### config.mk
export PLATFORM = sky130hd
export DESIGN_NAME = multi_sensor_presence_qualifier_flat
export DESIGN_NICKNAME = d
export VERILOG_FILES = /design/src/hdl/msp_pkg.sv /design/src/hdl/msp_in_if.sv /design/src/hdl/msp_out_if.sv /design/src/hdl/msp_cfg_if.sv /design/src/hdl/msp_cfg_regs.sv /design/src/hdl/msp_qual_core.sv /design/src/hdl/multi_sensor_presence_qualifier.sv /design/src/flat_wrapper.sv
export SDC_FILE = /design/constraint.sdc
export NUM_CORES = 1
export LEC_CHECK = 0
export ABC_AREA = 1
export BUFFER_PORTS_ARGS = -buffer_cell sky130_fd_sc_hd__buf_2
export CAP_MARGIN = 25
export CELL_PAD_IN_SITES_DETAIL_PLACEMENT = 1
export CELL_PAD_IN_SITES_GLOBAL_PLACEMENT = 1
export CORE_MARGIN = 3
export CORE_UTILIZATION = 35
export DETAILED_ROUTE_END_ITERATION = 6
export PLACE_DENSITY_LB_ADDON = 0.1
export SLEW_MARGIN = 30
export SYNTH_ARGS = -nofsm -noshare
export SYNTH_HDL_FRONTEND = slang
export SYNTH_HIERARCHICAL = 1
export SYNTH_SLANG_ARGS = --single-unit
### constraint.sdc
create_clock -name clk -period 2.78 [get_ports clk]
set_clock_uncertainty 0.15 [all_clocks]
set_input_delay 0.556 -clock clk [delete_from_list [all_inputs] [get_ports clk]]
set_output_delay 0.556 -clock clk [all_outputs]
set_load 0.005 [all_outputs]
### src/hdl/msp_pkg.sv
// Package for the multi-sensor presence qualifier: widths, register indexes,
// reset values and the shared config/result types. No dependencies.
package msp_pkg;

  localparam int NUM_CHANNELS = 5;
  localparam int COUNT_WIDTH  = 16;
  localparam int CFG_IDX_W    = 8;
  localparam int CFG_DATA_W   = 16;

  typedef logic [NUM_CHANNELS-1:0] chan_mask_t;
  typedef logic [COUNT_WIDTH-1:0]  count_t;
  typedef logic [CFG_IDX_W-1:0]    cfg_idx_t;
  typedef logic [CFG_DATA_W-1:0]   cfg_data_t;

  // Register indexes on the configuration channel
  localparam cfg_idx_t REG_WAIT_TICKS     = cfg_idx_t'(0);
  localparam cfg_idx_t REG_RELEASE_TICKS  = cfg_idx_t'(1);
  localparam cfg_idx_t REG_ACTIVE_LEVEL   = cfg_idx_t'(2);
  localparam cfg_idx_t REG_CHANNEL_ENABLE = cfg_idx_t'(3);

  // Pin level codes
  localparam logic LEVEL_LOW  = 1'b0;
  localparam logic LEVEL_HIGH = 1'b1;

  // Reset values
  localparam count_t     WAIT_TICKS_RST     = count_t'(10);
  localparam count_t     RELEASE_TICKS_RST  = count_t'(10);
  localparam logic       ACTIVE_LEVEL_RST   = LEVEL_LOW;
  localparam chan_mask_t CHANNEL_ENABLE_RST = '1;

  typedef struct packed {
    count_t     wait_ticks;
    count_t     release_ticks;
    logic       active_level;
    chan_mask_t channel_enable;
  } msp_cfg_t;

  typedef struct packed {
    chan_mask_t hit_mask;
    logic       mask_unknown;
    logic       detecting;
  } msp_result_t;

endpackage

### src/hdl/msp_in_if.sv
// Input channel of the presence qualifier: one sample of all sensor pins.
// Depends on msp_pkg.
interface msp_in_if;
  logic                 valid;
  logic                 ready;
  msp_pkg::chan_mask_t  pin_levels;

  modport source (output valid, output pin_levels, input ready);
  modport sink   (input valid, input pin_levels, output ready);
endinterface

### src/hdl/msp_out_if.sv
// Result channel of the presence qualifier: hit mask and detection flags.
// Depends on msp_pkg.
interface msp_out_if;
  logic                 valid;
  logic                 ready;
  msp_pkg::chan_mask_t  hit_mask;
  logic                 mask_unknown;
  logic                 detecting;

  modport source (output valid, output hit_mask, output mask_unknown,
                  output detecting, input ready);
  modport sink   (input valid, input hit_mask, input mask_unknown,
                  input detecting, output ready);
endinterface

### src/hdl/msp_cfg_if.sv
// Configuration write channel of the presence qualifier.
// Depends on msp_pkg.
interface msp_cfg_if;
  logic                 valid;
  logic                 ready;
  msp_pkg::cfg_idx_t    index;
  msp_pkg::cfg_data_t   data;

  modport source (output valid, output index, output data, input ready);
  modport sink   (input valid, input index, input data, output ready);
endinterface

### src/hdl/msp_cfg_regs.sv
// Configuration register file of the presence qualifier.
// Depends on msp_pkg and msp_cfg_if.
module msp_cfg_regs (
  input  logic               clk,
  input  logic               rst_n,
  msp_cfg_if.sink            cfg,
  output msp_pkg::msp_cfg_t  cfg_o
);
  import msp_pkg::*;

  msp_cfg_t cfg_r;
  msp_cfg_t cfg_nxt;

  // Always take a write transaction
  assign cfg.ready = 1'b1;
  assign cfg_o     = cfg_r;

  // Decode the register index; unknown indexes are dropped
  always_comb begin
    cfg_nxt = cfg_r;
    if (cfg.valid) begin
      unique case (cfg.index)
        REG_WAIT_TICKS:     cfg_nxt.wait_ticks     = count_t'(cfg.data);
        REG_RELEASE_TICKS:  cfg_nxt.release_ticks  = count_t'(cfg.data);
        REG_ACTIVE_LEVEL:   cfg_nxt.active_level   = cfg.data[0];
        REG_CHANNEL_ENABLE: cfg_nxt.channel_enable = cfg.data[NUM_CHANNELS-1:0];
        default:            cfg_nxt = cfg_r;
      endcase
    end
  end

  always_ff @(posedge clk) begin
    if (!rst_n) begin
      cfg_r.wait_ticks     <= WAIT_TICKS_RST;
      cfg_r.release_ticks  <= RELEASE_TICKS_RST;
      cfg_r.active_level   <= ACTIVE_LEVEL_RST;
      cfg_r.channel_enable <= CHANNEL_ENABLE_RST;
    end else begin
      cfg_r <= cfg_nxt;
    end
  end

endmodule

### src/hdl/msp_qual_core.sv
// Qualifier core: hit detection, assert delay, release hold and phase state.
// Depends on msp_pkg.
module msp_qual_core (
  input  logic                  clk,
  input  logic                  rst_n,
  input  logic                  step,
  input  msp_pkg::chan_mask_t   pins,
  input  msp_pkg::msp_cfg_t     cfg,
  output msp_pkg::msp_result_t  res
);
  import msp_pkg::*;

  logic       det_r;
  logic       det_nxt;
  count_t     assert_cnt_r;
  count_t     assert_cnt_nxt;
  count_t     release_cnt_r;
  count_t     release_cnt_nxt;
  chan_mask_t hits;
  count_t     reload;

  // Channels at the active level and enabled
  assign hits = ((cfg.active_level == LEVEL_HIGH) ? pins : ~pins) & cfg.channel_enable;

  // Release hold reload, floored at zero
  assign reload = (cfg.release_ticks == '0) ? '0 : cfg.release_ticks - count_t'(1);

  // Next phase and counters for this tick
  always_comb begin
    det_nxt         = det_r;
    assert_cnt_nxt  = assert_cnt_r;
    release_cnt_nxt = release_cnt_r;
    if (hits != '0) begin
      if (!det_r) begin
        if (cfg.wait_ticks <= assert_cnt_r) begin
          det_nxt         = 1'b1;
          release_cnt_nxt = reload;
        end else if (assert_cnt_r != '1) begin
          assert_cnt_nxt = assert_cnt_r + count_t'(1);
        end
      end else begin
        release_cnt_nxt = reload;
      end
    end else begin
      // Quiet tick: count down the hold, release when it has run out
      if (release_cnt_r == '0) begin
        det_nxt = 1'b0;
      end else begin
        release_cnt_nxt = release_cnt_r - count_t'(1);
      end
      assert_cnt_nxt = '0;
    end
  end

  // Result of this tick
  always_comb begin
    res.hit_mask     = det_nxt ? hits : '0;
    res.mask_unknown = det_nxt && (hits == '0);
    res.detecting    = det_nxt;
  end

  // Advance the state once per processed sample
  always_ff @(posedge clk) begin
    if (!rst_n) begin
      det_r         <= 1'b0;
      assert_cnt_r  <= '0;
      release_cnt_r <= RELEASE_TICKS_RST;
    end else if (step) begin
      det_r         <= det_nxt;
      assert_cnt_r  <= assert_cnt_nxt;
      release_cnt_r <= release_cnt_nxt;
    end
  end

endmodule

### src/hdl/multi_sensor_presence_qualifier.sv
// Channel  Dir  Payload                                  Handshake
// in_ch    in   pin_levels[4:0]                          valid/ready
// out_ch   out  hit_mask[4:0], mask_unknown, detecting   valid/ready
// cfg_ch   in   index[7:0], data[15:0]                   valid/ready (ready always 1)
//
// One sample per clock while the result channel is not stalled: sample register,
// combinational qualifier logic, result register. The result is registered in
// the result register when the sample moves on from the sample register.
// Reset (rst_n low, synchronous) empties both registers and loads reset config.
// A stalled result holds in the result register; the sample register still
// accepts while the result register is free or being drained.
// Top level of the presence qualifier. Depends on msp_pkg, the three channel
// interfaces, msp_cfg_regs and msp_qual_core.
module multi_sensor_presence_qualifier (
  input  logic      clk,
  input  logic      rst_n,
  msp_in_if.sink    in_ch,
  msp_out_if.source out_ch,
  msp_cfg_if.sink   cfg_ch
);
  import msp_pkg::*;

  msp_cfg_t    cfg;
  logic        smp_valid_r;
  chan_mask_t  smp_pins_r;
  logic        out_valid_r;
  msp_result_t res_r;
  msp_result_t res_nxt;
  logic        advance;

  msp_cfg_regs u_cfg_regs (
    .clk   (clk),
    .rst_n (rst_n),
    .cfg   (cfg_ch),
    .cfg_o (cfg)
  );

  msp_qual_core u_qual_core (
    .clk   (clk),
    .rst_n (rst_n),
    .step  (advance),
    .pins  (smp_pins_r),
    .cfg   (cfg),
    .res   (res_nxt)
  );

  // Move a sample into the result register when there is room
  assign advance     = smp_valid_r && (!out_valid_r || out_ch.ready);
  assign in_ch.ready = !smp_valid_r || advance;

  // Sample register
  always_ff @(posedge clk) begin
    if (!rst_n) begin
      smp_valid_r <= 1'b0;
    end else if (in_ch.ready) begin
      smp_valid_r <= in_ch.valid;
    end
  end

  always_ff @(posedge clk) begin
    if (in_ch.valid && in_ch.ready) begin
      smp_pins_r <= in_ch.pin_levels;
    end
  end

  // Result register
  always_ff @(posedge clk) begin
    if (!rst_n) begin
      out_valid_r <= 1'b0;
    end else if (advance) begin
      out_valid_r <= 1'b1;
    end else if (out_ch.ready) begin
      out_valid_r <= 1'b0;
    end
  end

  always_ff @(posedge clk) begin
    if (advance) begin
      res_r <= res_nxt;
    end
  end

  assign out_ch.valid        = out_valid_r;
  assign out_ch.hit_mask     = res_r.hit_mask;
  assign out_ch.mask_unknown = res_r.mask_unknown;
  assign out_ch.detecting    = res_r.detecting;

endmodule

### src/flat_wrapper.sv
// flat-port wrapper written by rule: the top's interface ports become plain ports
module multi_sensor_presence_qualifier_flat import msp_pkg::*;
  (clk, rst_n, in_ch_valid, in_ch_pin_levels, in_ch_ready, out_ch_valid, out_ch_hit_mask, out_ch_mask_unknown, out_ch_detecting, out_ch_ready, cfg_ch_valid, cfg_ch_index, cfg_ch_data, cfg_ch_ready);
  msp_in_if in_ch_i ();
  msp_out_if out_ch_i ();
  msp_cfg_if cfg_ch_i ();
  input  logic clk;
  input  logic rst_n;
  input wire logic [$bits(in_ch_i.valid)-1:0] in_ch_valid;
  input wire logic [$bits(in_ch_i.pin_levels)-1:0] in_ch_pin_levels;
  output wire logic [$bits(in_ch_i.ready)-1:0] in_ch_ready;
  output wire logic [$bits(out_ch_i.valid)-1:0] out_ch_valid;
  output wire logic [$bits(out_ch_i.hit_mask)-1:0] out_ch_hit_mask;
  output wire logic [$bits(out_ch_i.mask_unknown)-1:0] out_ch_mask_unknown;
  output wire logic [$bits(out_ch_i.detecting)-1:0] out_ch_detecting;
  input wire logic [$bits(out_ch_i.ready)-1:0] out_ch_ready;
  input wire logic [$bits(cfg_ch_i.valid)-1:0] cfg_ch_valid;
  input wire logic [$bits(cfg_ch_i.index)-1:0] cfg_ch_index;
  input wire logic [$bits(cfg_ch_i.data)-1:0] cfg_ch_data;
  output wire logic [$bits(cfg_ch_i.ready)-1:0] cfg_ch_ready;
  assign in_ch_i.valid = in_ch_valid;
  assign in_ch_i.pin_levels = in_ch_pin_levels;
  assign in_ch_ready = in_ch_i.ready;
  assign out_ch_valid = out_ch_i.valid;
  assign out_ch_hit_mask = out_ch_i.hit_mask;
  assign out_ch_mask_unknown = out_ch_i.mask_unknown;
  assign out_ch_detecting = out_ch_i.detecting;
  assign out_ch_i.ready = out_ch_ready;
  assign cfg_ch_i.valid = cfg_ch_valid;
  assign cfg_ch_i.index = cfg_ch_index;
  assign cfg_ch_i.data = cfg_ch_data;
  assign cfg_ch_ready = cfg_ch_i.ready;
  multi_sensor_presence_qualifier u_core (.clk(clk), .rst_n(rst_n), .in_ch(in_ch_i), .out_ch(out_ch_i), .cfg_ch(cfg_ch_i));
endmodule
# Yosys cells after proc, flatten, opt, wreduce, memory -nomap -nowiden
# Index checks and enable logic that the tools add are counted.
dict set report classes {
  add_sub_neg 3
  n_lt_le_gt_ge 1
  eq_ne 9
  mux 16
  bitwise_logic 2
  n_reduce_logical 19
}
# op n
set ops {}
lappend ops {{$mux W16} 9}
lappend ops {{$logic_not A16 Y1} 2}
lappend ops {{$sub A16 B1 Y16 const B} 2}
lappend ops {{$add A16 B1 Y16 const B} 1}
lappend ops {{$eq A8 B2 Y1 const B} 2}
lappend ops {{$le A16 B16 Y1} 1}
lappend ops {{$ne A16 B16 Y1 const B} 1}
lappend ops {{$eq A8 B1 Y1 const B} 1}
lappend ops {{$logic_not A8 Y1} 1}
lappend ops {{$reduce_and A2 Y1} 4}
lappend ops {{$mux W1} 6}
lappend ops {{$ne A2 B2 Y1 const B} 3}
lappend ops {{$and A5 B5 Y5} 1}
lappend ops {{$logic_not A5 Y1} 1}
lappend ops {{$mux W5} 1}
lappend ops {{$not A5 Y5} 1}
lappend ops {{$reduce_bool A5 Y1} 1}
lappend ops {{$reduce_and A4 Y1} 1}
lappend ops {{$logic_and A1 B1 Y1} 3}
lappend ops {{$ne A3 B2 Y1 const B} 1}
lappend ops {{$reduce_and A3 Y1} 1}
lappend ops {{$logic_not A1 Y1} 2}
lappend ops {{$logic_or A1 B1 Y1} 2}
lappend ops {{$ne A2 B1 Y1 const B} 1}
lappend ops {{$reduce_bool A2 Y1} 1}
dict set report totals {
  regBits 85
  input_bits 34
  output_inout_bits 10
  word_cells 63
}

# Longest topological paths before layout
# Gate-level depths: netlist (run 1).
dict set report depth {
  word_depth 6
  ltp_mapped 17
  mapped_depth_nobuf 16
}

# Modules after synthesis
# Netlist (run 1), hierarchy kept.
# mod instances cells_per_inst area_per_inst_um2 seq_area_each_um2
set modules_own_cells {}
lappend modules_own_cells {msp_qual_core 1 587 3373.2 660.6}
lappend modules_own_cells {msp_cfg_regs 1 229 1660.3 760.7}
lappend modules_own_cells {multi_sensor_presence_qualifier 1 25 455.4 400.4}

# Worst setup path before layout (run 1)
# No wires, ideal clock.
dict set report synth_path {
  kind {input -> register}
  from {input out_ch_ready}
  to {register u_core.u_qual_core.assert_cnt_r[12]}
  setup_ps 70
  t_arrival_ps 2158
  t_required_ps 2560
  setup_slack_ps 402
  stages 11
  n_path_buf 1
  path_cell_list {inv_1 a21oi_1 inv_1 nor2_1 nand2_1 inv_2 nand3_2 nand2_2 buf_4 nand2_1 a21oi_1}
}
dict set report synth_between {
  elab_chain_len 3
}
# item line
set synth_lines {}
lappend synth_lines {{from (decl)} flat_wrapper.sv:16} ;# input wire logic [$bits(out_ch_i.ready)-1:0] out_ch_ready;
lappend synth_lines {{$logic_or A1 B1 Y1} multi_sensor_presence_qualifier.sv:48} ;# assign advance = smp_valid_r && (!out_valid_r || out_ch.ready);
lappend synth_lines {{$logic_and A1 B1 Y1} multi_sensor_presence_qualifier.sv:48}
lappend synth_lines {{net u_core.advance} multi_sensor_presence_qualifier.sv:29} ;# logic advance;
lappend synth_lines {{$reduce_and A4 Y1 (no source line)} n/a}
lappend synth_lines {{to (signal assigned)} msp_qual_core.sv:70} ;# assert_cnt_r <= assert_cnt_nxt;
lappend synth_lines {{to (decl)} msp_qual_core.sv:15} ;# count_t assert_cnt_r;
# The timed path passes the listed nets, and every way through them passes these cells.
# A chain may end at the register's enable or synchronous reset.

# Worst setup path in the final report (run 1)
dict set report layout_path {
  from {register u_core.u_qual_core.assert_cnt_r[11]}
  to {register u_core.u_qual_core.release_cnt_r[2]}
}
dict set report layout_between {
  elab_chain_len 3
}
# item line
set layout_lines {}
lappend layout_lines {{$le A16 B16 Y1} msp_qual_core.sv:35} ;# if (cfg.wait_ticks <= assert_cnt_r) begin
lappend layout_lines {{$ne A3 B2 Y1 (no source line)} n/a}
lappend layout_lines {{$reduce_and A3 Y1 (no source line)} n/a}
lappend layout_lines {{to (signal assigned)} msp_qual_core.sv:71} ;# release_cnt_r <= release_cnt_nxt;
lappend layout_lines {{to (decl)} msp_qual_core.sv:17} ;# count_t release_cnt_r;
# Every way passes these cells.

==> results of run 1 <==
## sequential cells by signal (all words and copies together), names as in the netlist
signal,count
u_core/out_ch.detecting,1
u_core/out_ch.hit_mask,5
u_core/out_ch.mask_unknown,1
u_core/out_ch.valid,1
u_core/smp_pins_r,5
u_core/smp_valid_r,1
u_core/u_cfg_regs/cfg_o,38
u_core/u_qual_core/assert_cnt_r,16
u_core/u_qual_core/det_r,1
u_core/u_qual_core/release_cnt_r,16
## power breakdown
| group | switching (mW) | internal (mW) | leakage (nW) | total (mW) |
|---|---|---|---|---|
| Combinational | 0.192 | 0.0919 | 1.98 | 0.284 |
| Clock | 0.557 | 0.729 | 0.148 | 1.29 |
| Sequential | 0.0236 | 1.27 | 0.707 | 1.30 |
| Total | 0.773 | 2.09 | 2.84 | 2.87 |
## critical path: cells and delay by family (launching register included)
kind | cells | cell delay, ns
buffers and inverters | 2 | 0.32
and+or+nand+nor | 7 | 1.14
adders and majority gates | 1 | 0.32
DFF | 1 | 0.45
## synthesized netlist by cell type
cell / number
nor2_8: 2
nand3b_1: 3
nor3_1: 8
and2_1: 1
xor2_1: 10
nand4_1: 10
buf_4: 5
a21o_1: 1
buf_6: 6
nand2_2: 5
inv_1: 93
nand4_2: 1
o21a_1: 3
nor3_2: 1
dfxtp_1: 73
edfxtp_1: 12
clkbuf_1: 5
nor2_4: 3
or2_0: 1
nand2_1: 203
a21oi_4: 1
a21oi_1: 65
o21ai_0: 12
conb_1: 1
xnor2_1: 5
nand3_2: 10
nand3_1: 110
o22ai_1: 1
nor2_1: 140
inv_2: 4
o21ai_2: 1
a21oi_2: 1
buf_2: 13
buf_1: 3
o21bai_1: 3
nor2_2: 4
nand2_4: 1
ha_1: 20
## stage by stage
step | setup WS (ns) | cell area, um^2 | util (%) | std cells | power, mW
floorplan | 0.402 | 5490 | - | 841 | 1.51
global placement | 0.428 | 5860 | 38.4 | 1073 | 1.60
detailed placement | 0.352 | 5860 | 38.4 | 1073 | 1.61
CTS | 0.321 | 6170 | 40.4 | 1089 | 2.90
global route | 0.122 | 6170 | 40.4 | 1089 | 2.98
finish | 0.313 | 6170 | 40.4 | 1089 | 2.87
## routing by layer
metal,track usage [%],wire length (um),vias up
met3,3.18,411,12
met5,0,0,-
met4,5.25,197,0
met2,33.9,8230,49
li1,-,-,2750
met1,26.3,8140,2655
## worst paths after layout
check	start	endpoint	slack [ns]
max	u_core/u_qual_core/assert_cnt_r[11]	u_core/u_qual_core/release_cnt_r[2]	0.31
max reg2reg	u_core/u_qual_core/assert_cnt_r[11]	u_core/u_qual_core/release_cnt_r[2]	0.31
min reg2reg	u_core/u_cfg_regs/cfg_o[25]	u_core/u_cfg_regs/cfg_o[25]	0.34
min	in_ch_pin_levels[3]	u_core/smp_pins_r[3]	0.23
## cell families (layout without fill, tap and decap cells)
kind of cell             Yosys count  after routing  synth area share, %
flip-flops                        85             85                 33.2
buffers and inverters            129            166                 10.3
other                              1              1               0.0683
adder cells (fa/ha/maj)           20             20                 4.56
XOR/XNOR                          15             15                 2.39
AO/OA/AOI/OAI                     88             88                 8.71
AND/OR/NAND/NOR                  503            503                 40.8
## area by class of cell
| cell class | count | area share (%) |
|---|---|---|
| multi-input cells | 627 | 50.4 |
| flip-flops and latches | 85 | 29.5 |
| inverters | 97 | 5.90 |
| repair buffers | 53 | 4.95 |
| well taps | 211 | 4.28 |
| clock buffers | 10 | 3.87 |
| clock inverters | 6 | 1.10 |
==> flow_metrics.tcl, run 1 <==
set metrics [dict create \
    critPathArrivalTime_ns 2.60 \
    n_fill_cell 2015 \
    synth_area_leaders "dfxtp_1 27%, nand2_1 14%, nand3_1 10%" \
    vdd_ir_drop_max_mv 0.286 \
    cts.sinks 85 \
    status "finished clean" \
    hpwlAfterDp_um 13000 \
    mostFrequentLayoutCells "203 x nand2_1, 140 x nor2_1, 110 x nand3_1" \
    final.min_clock_period_ns 2.47 \
    core_area_um2 15300 \
    drc_errors 0 \
    worstPathRequired_ns 2.91 \
    drtIter0Drc 227 \
    die_area_um2 17200 \
    grt.total_usage_pct 19.9 \
    fin_nets 927 \
    final_max_slew_viol_count 0 \
    rsz0062_at_grt "false" \
    synth_area_leader_cell "dfxtp_1" \
    synth_area_um2 5490 \
    cts_root_buf "clkbuf_16" \
    diodes 0 \
    ios 44 \
    max_freq_mhz 405 \
    layout-drive-gt1-share_pct 11.6 \
    synth_seq_cells 85 \
    worstMarginPinSlew_ns 0.612 \
    cts_tree "built" \
    regArea_um2 1820 \
    dr_total_vias 5466 \
    maxCapViolations 0 \
    max_slew_margin_pct 59.1 \
    cpMaxStageDelayCell "dfxtp_1" \
    die-width_um 131 \
    syn_nets 895 \
    hold_viol_final 0 \
    cts_htree_levels 3 \
    wl_um 17000 \
    clk_latency_ns 0.36 \
    hold_depth 1 \
    grt_pass1_wl_um 28100 \
    cp-end-kind "flop" \
    numCtsBuffers 9 \
    portBuffers 42 \
    finalSetupViolCount 0 \
    grt_max_degree 38 \
    die_y_um 131 \
    area_growth_pct 12.4 \
    cts_resized 0 \
    initial_utilization_pct 36.0 \
    globalplace.congestion 0.801 \
    multi_input_area_um2 3110 \
    p_leak_nw 2.84 \
    postRouteAntennaNets 0 \
    cts.clk_slew.worst_paths_ns 0.07 \
    final.setup.tns_ns 0 \
    synth_seq_area_share_pct 33.2 \
    grt_pass1_vias 5597 \
    powerDensity_nw_per_um2 465 \
    ys_types 38 \
    hold_buffers 0 \
    cp_max_fo 12 \
    ff2ff_path_depth 10 \
    routed_via_density 5.02 \
    synth_top_area_share_pct 26.6 \
    synthCells 841 \
    crit_chain "inv_1 > ha_1 > nand4_1 > nor3_1 > nand4_1 > nand3_2 > nand2_4 > inv_2 > nor2_1 > nor2_1" \
    fin_crit_sh_pct 88.7 \
    start_kind "flop" \
    num_rows 45 \
    wl_per_cell_um 15.6 \
    path_class "flop to flop" \
    antenna_found_initial 0 \
    dr.pass1.iters 6 \
    holdWs_ns 0.229 \
    postCtsSetupRepairBufs 0 \
    yosys_warnings 6 \
    gr-total-overflow 0 \
    final_common_cell "nand2_1" \
    syn_area_per_cell_um2 6.53 \
    hold_path_class "primary input to flop" \
    cts_buffer_depth 2 \
    cp_slowest_stage_delay_ns 0.45 \
]
Power figures use the tool's default switching activity.
==> inputs of run 2 (changes only) <==
--- a/config.mk
+++ b/config.mk
@@ -11,9 +11,9 @@
 export CELL_PAD_IN_SITES_DETAIL_PLACEMENT = 1
 export CELL_PAD_IN_SITES_GLOBAL_PLACEMENT = 1
 export CORE_MARGIN = 3
-export CORE_UTILIZATION = 35
+export CORE_UTILIZATION = 43
 export DETAILED_ROUTE_END_ITERATION = 6
-export PLACE_DENSITY_LB_ADDON = 0.1
+export PLACE_DENSITY_LB_ADDON = 0.25
 export SLEW_MARGIN = 30
 export SYNTH_ARGS = -nofsm -noshare
 export SYNTH_HDL_FRONTEND = slang
==> run 2 against run 1 <==
Non-clock buffer count shrank 3; combinational power shrank 3%; clock-buffer cell count is the same; first-iteration DRC count grew 24%; core utilization grew 9.4 points; fmax shrank 6.0%; design area shrank 0.89%; sequential power is essentially flat; total power grew 3.4%; critical path type unchanged.
==> flow_metrics.tcl, run 2 (synthesis results as in run 1) <==
set metrics [dict create \
    fin_nets 924 \
    cp_max_fo 14 \
    dr.pass1.iters 4 \
    wl_um 16800 \
    utilization_pct 49.9 \
    fin_cells 1043 \
    grt_pass1_vias 5762 \
    core_area_um2 12300 \
    status "finished clean" \
    place_inst 1027 \
    cts_htree_levels 3 \
    worstPathRequired_ns 2.91 \
    maxCapViolations 0 \
    design_area_um2 6110 \
    hold_path_class "primary input to flop" \
    pre_cts_ws_ns 0.265 \
    postRouteAntennaNets 0 \
    worstMarginPinSlew_ns 0.738 \
    final.min_clock_period_ns 2.62 \
    globalplace.congestion 0.908 \
    die_area_um2 14200 \
    antenna_found_initial 0 \
    die-width_um 119 \
    clk_latency_ns 0.35 \
    grt.total_usage_pct 24.5 \
    p_leak_nw 2.83 \
    setup_slack_ns 0.156 \
    cts_tree "built" \
    hold_buffers 0 \
    drc_errors 0 \
    largest_reg_flops 38 \
    die_y_um 119 \
    numCtsBuffers 9 \
    initial_utilization_pct 44.8 \
    ios 44 \
    layout-drive-gt1-share_pct 11.2 \
    max_freq_mhz 381 \
    dr_total_vias 5534 \
    grt_max_degree 63 \
    rsz0062_at_grt "false" \
    final_common_cell "nand2_1" \
    vdd_ir_drop_max_mv 0.319 \
    final.setup.tns_ns 0 \
    gr-total-overflow 0 \
    num_rows 40 \
    powerDensity_nw_per_um2 485 \
    portBuffers 42 \
    place_area_um2 5770 \
    n_fill_cell 1665 \
    fin_crit_sh_pct 94.4 \
    cts_root_buf "clkbuf_16" \
    cts.sinks 85 \
    cp-end-kind "flop" \
    area_growth_pct 11.4 \
    critPathArrivalTime_ns 2.75 \
    path_class "flop to flop" \
    routed_via_density 5.31 \
    start_kind "flop" \
    postCtsSetupRepairBufs 0 \
    cts.clk_slew.worst_paths_ns 0.07 \
    wl_per_cell_um 16.1 \
    diodes 0 \
    hold_viol_final 0 \
    cts_resized 0 \
    cts_buffer_depth 2 \
    hpwlAfterDp_um 12500 \
    mostFrequentLayoutCells "203 x nand2_1, 140 x nor2_1, 110 x nand3_1" \
    final_max_slew_viol_count 0 \
    drtIter0Drc 281 \
    max_slew_margin_pct 50.7 \
    grt_pass1_wl_um 28100 \
    finalSetupViolCount 0 \
]
[run 2: layout make-up]
| type | count | area [um^2] | area share, % |
|---|---|---|---|
| multi-input cells | 627 | 3110 | 50.8 |
| flip-flops and latches | 85 | 1820 | 29.8 |
| inverters | 97 | 364 | 5.95 |
| repair buffers | 50 | 270 | 4.42 |
| clock buffers | 10 | 229 | 3.74 |
| well taps | 168 | 210 | 3.44 |
| clock inverters | 6 | 111 | 1.82 |
[run 2: metrics by stage]
| step | hold slack, ns | power [mW] |
|---|---|---|
| floorplan | 0.285 | 1.51 |
| detailed placement | 0.320 | 1.60 |
| global route | 0.227 | 3.08 |
| global placement | 0.312 | 1.59 |
| CTS | 0.221 | 2.99 |
| finish | 0.235 | 2.96 |
[run 2: metal layers]
metal | share of wire [%] | track usage, %
met5 | 0 | 0
met4 | 2.1 | 7.10
met3 | 3.3 | 4.80
met2 | 51 | 43.8
met1 | 44 | 29.7
[run 2: final timing paths]
path,start,end,slack [ns],depth (start not counted)
setup / recovery,u_core/u_qual_core/assert_cnt_r[9],u_core/u_qual_core/release_cnt_r[4],0.16,10
hold / removal,in_ch_pin_levels[0],u_core/smp_pins_r[0],0.24,1
setup reg to reg,u_core/u_qual_core/assert_cnt_r[9],u_core/u_qual_core/release_cnt_r[4],0.16,10
hold reg to reg,u_core/u_cfg_regs/cfg_o[20],u_core/u_cfg_regs/cfg_o[20],0.33,2
[run 2: where the power goes]
part,switching [mW],internal (mW)
Clock,0.511,0.879
Sequential,0.0235,1.27
Combinational,0.189,0.0872
Total,0.724,2.24
[run 2: worst max-delay path: stages, from the launching register on]
cell and delay (ns):
dfxtp_1 0.41, inv_1 0.11, ha_1 0.31, nand4_1 0.11, nor3_1 0.28, nand4_1 0.26, nand3_2 0.36, nand2_4 0.14
inv_2 0.22, nor2_1 0.09, nor2_1 0.10
==> inputs of run 3 (changes only) <==
--- a/config.mk
+++ b/config.mk
@@ -13,7 +13,9 @@
 export CORE_MARGIN = 3
 export CORE_UTILIZATION = 43
 export DETAILED_ROUTE_END_ITERATION = 6
+export GPL_TIMING_DRIVEN = 0
 export PLACE_DENSITY_LB_ADDON = 0.25
+export SETUP_SLACK_MARGIN = 0.5
 export SLEW_MARGIN = 30
 export SYNTH_ARGS = -nofsm -noshare
 export SYNTH_HDL_FRONTEND = slang
==> run 3 against run 2 <==
Design area rose by 8.9%; worst setup slack improved by 0.40 ns; die area did not move; fmax rose by 18%; final cell count rose by 4.6%; clock-buffer cell count rose by 3; sequential power barely moved; clock power fell by 5%; hold slack got worse by 0.00056 ns; largest cell class unchanged.
==> flow_metrics.tcl, run 3 (synthesis results as in run 1) <==
set metrics [dict create \
    status "finished clean" \
    clk_latency_ns 0.35 \
    intPower_mw 2.21 \
    dr.pass1.iters 5 \
    area_growth_pct 21.3 \
    vdd_ir_drop_max_mv 0.351 \
    ios 44 \
    initial_utilization_pct 44.8 \
    cts.clk_slew.worst_paths_ns 0.06 \
    fin_crit_sh_pct 80.1 \
    max_slew_margin_pct 65.2 \
    portBuffers 42 \
    powerDensity_nw_per_um2 444 \
    final_max_slew_viol_count 0 \
    setup_slack_ns 0.552 \
    grt_max_degree 14 \
    path_class "flop to flop" \
    utilization_pct 54.3 \
    cts_htree_levels 3 \
    drtIter0Drc 247 \
    hold_viol_final 0 \
    cts_root_buf "clkbuf_16" \
    layout-drive-gt1-share_pct 19.2 \
    worstMarginPinSlew_ns 0.518 \
    cp-end-kind "flop" \
    largest_reg_flops 38 \
    postRouteAntennaNets 0 \
    fin_cells 1091 \
    cts_tree "built" \
    globalplace.congestion 0.917 \
    place_inst 1051 \
    pre_cts_ws_ns -0.148 \
    cp_max_fo 6 \
    cts.sinks 85 \
    critPathArrivalTime_ns 2.29 \
    design_area_um2 6660 \
    die_area_um2 14200 \
    final_common_cell "nand2_1" \
    place_area_um2 5910 \
    p_leak_nw 3.07 \
    seqPwrFrac_pct 43.8 \
    fin_nets 972 \
    final.setup.tns_ns 0 \
    core_area_um2 12300 \
    n_fill_cell 1638 \
    grt_pass1_vias 6205 \
    drc_errors 0 \
    clkPwrFrac_pct 44.5 \
    regArea_um2 1850 \
    rsz0062_at_grt "true" \
    die-width_um 119 \
    diodes 0 \
    hold_path_class "primary input to flop" \
    die_y_um 119 \
    max_freq_mhz 449 \
    finalSetupViolCount 0 \
    maxCapViolations 0 \
    hpwlAfterDp_um 13700 \
    power.switching_mw 0.745 \
    holdWs_ns 0.235 \
    final.min_clock_period_ns 2.23 \
    num_rows 40 \
    grt_pass1_wl_um 29400 \
    dr_total_vias 5847 \
    comb_power_share_pct 11.7 \
    swShare_pct 25.2 \
    wl_per_cell_um 16.9 \
    routed_via_density 5.36 \
    grt.total_usage_pct 25.6 \
    power_mw 2.96 \
    worstPathRequired_ns 2.84 \
    antenna_found_initial 0 \
    numCtsBuffers 9 \
    gr-total-overflow 0 \
    wl_um 18500 \
    cts_buffer_depth 2 \
    multi_input_area_um2 3270 \
    mostFrequentLayoutCells "200 x nand2_1, 138 x nor2_1, 110 x nand3_1" \
    start_kind "flop" \
]
-- run 3: cell count changes in the layout (fill, tap and decap cells not counted), moves of 6 or more --
cell / delta
inv_1: -8
dfxtp_2: +12
buf_2: +12
dfxtp_1: -16
buf_6: +10
ha_1: -6
buf_4: +16
inv_2: +6
-- run 3: worst paths after layout --
| check | from | to | slack (ns) | depth (start not counted) |
|---|---|---|---|---|
| hold reg to reg | u_core/u_cfg_regs/cfg_o[3] | u_core/u_cfg_regs/cfg_o[3] | 0.33 | 2 |
| setup / recovery | u_core/u_qual_core/assert_cnt_r[10] | u_core/u_qual_core/release_cnt_r[1] | 0.55 | 12 |
| hold / removal | in_ch_pin_levels[2] | u_core/smp_pins_r[2] | 0.23 | 1 |
| setup reg to reg | u_core/u_qual_core/assert_cnt_r[10] | u_core/u_qual_core/release_cnt_r[1] | 0.55 | 12 |
-- run 3: power by group through the flow --
stage | sequential [mW] | combinational, mW | clock [mW]
after floorplan | 1.32 | 0.191 | 0
after global placement | 1.32 | 0.278 | 0
after detailed placement | 1.32 | 0.292 | 0
after CTS | 1.30 | 0.310 | 1.35
after global routing | 1.30 | 0.384 | 1.40
final | 1.29 | 0.346 | 1.32
-- run 3: cell type report --
cell class,count,area share [%]
buffer,32,3.35
timing repair buffer,66,6.24
inverter,97,5.54
sequential,85,27.8
tap,168,3.16
clock inverter,3,1.03
clock buffer,13,3.76
multi-input combinational,627,49.1
-- run 3: timing repair --
item | 4_1_cts | 5_1_grt
buffers inserted | 3 | 20
setup endpoints to repair | 39 | 37
hold buffers | 0 | 0
cloned | 0 | 1
resized for setup | 15 | 52
pin swaps | 4 | 14
-- run 3: worst max-delay path, stage by stage (launching register included) --
cell and delay [ns]:
dfxtp_4 0.38, inv_4 0.05, ha_4 0.26, nand4_1 0.14, nor3_4 0.24, nand2_2 0.09
nand2_4 0.12, nand3_4 0.16, nand2_8 0.14, inv_4 0.06, clkbuf_16 0.15, nand2_1 0.07
nand3_1 0.07
-- run 3: per-layer routing --
layer	wire length, um	GRT usage (%)	up-vias
li1	-	-	2846
met1	8170	31.4	2859
met2	9200	44.0	104
met3	621	5.27	38
met4	495	9.70	0
met5	0	0	-
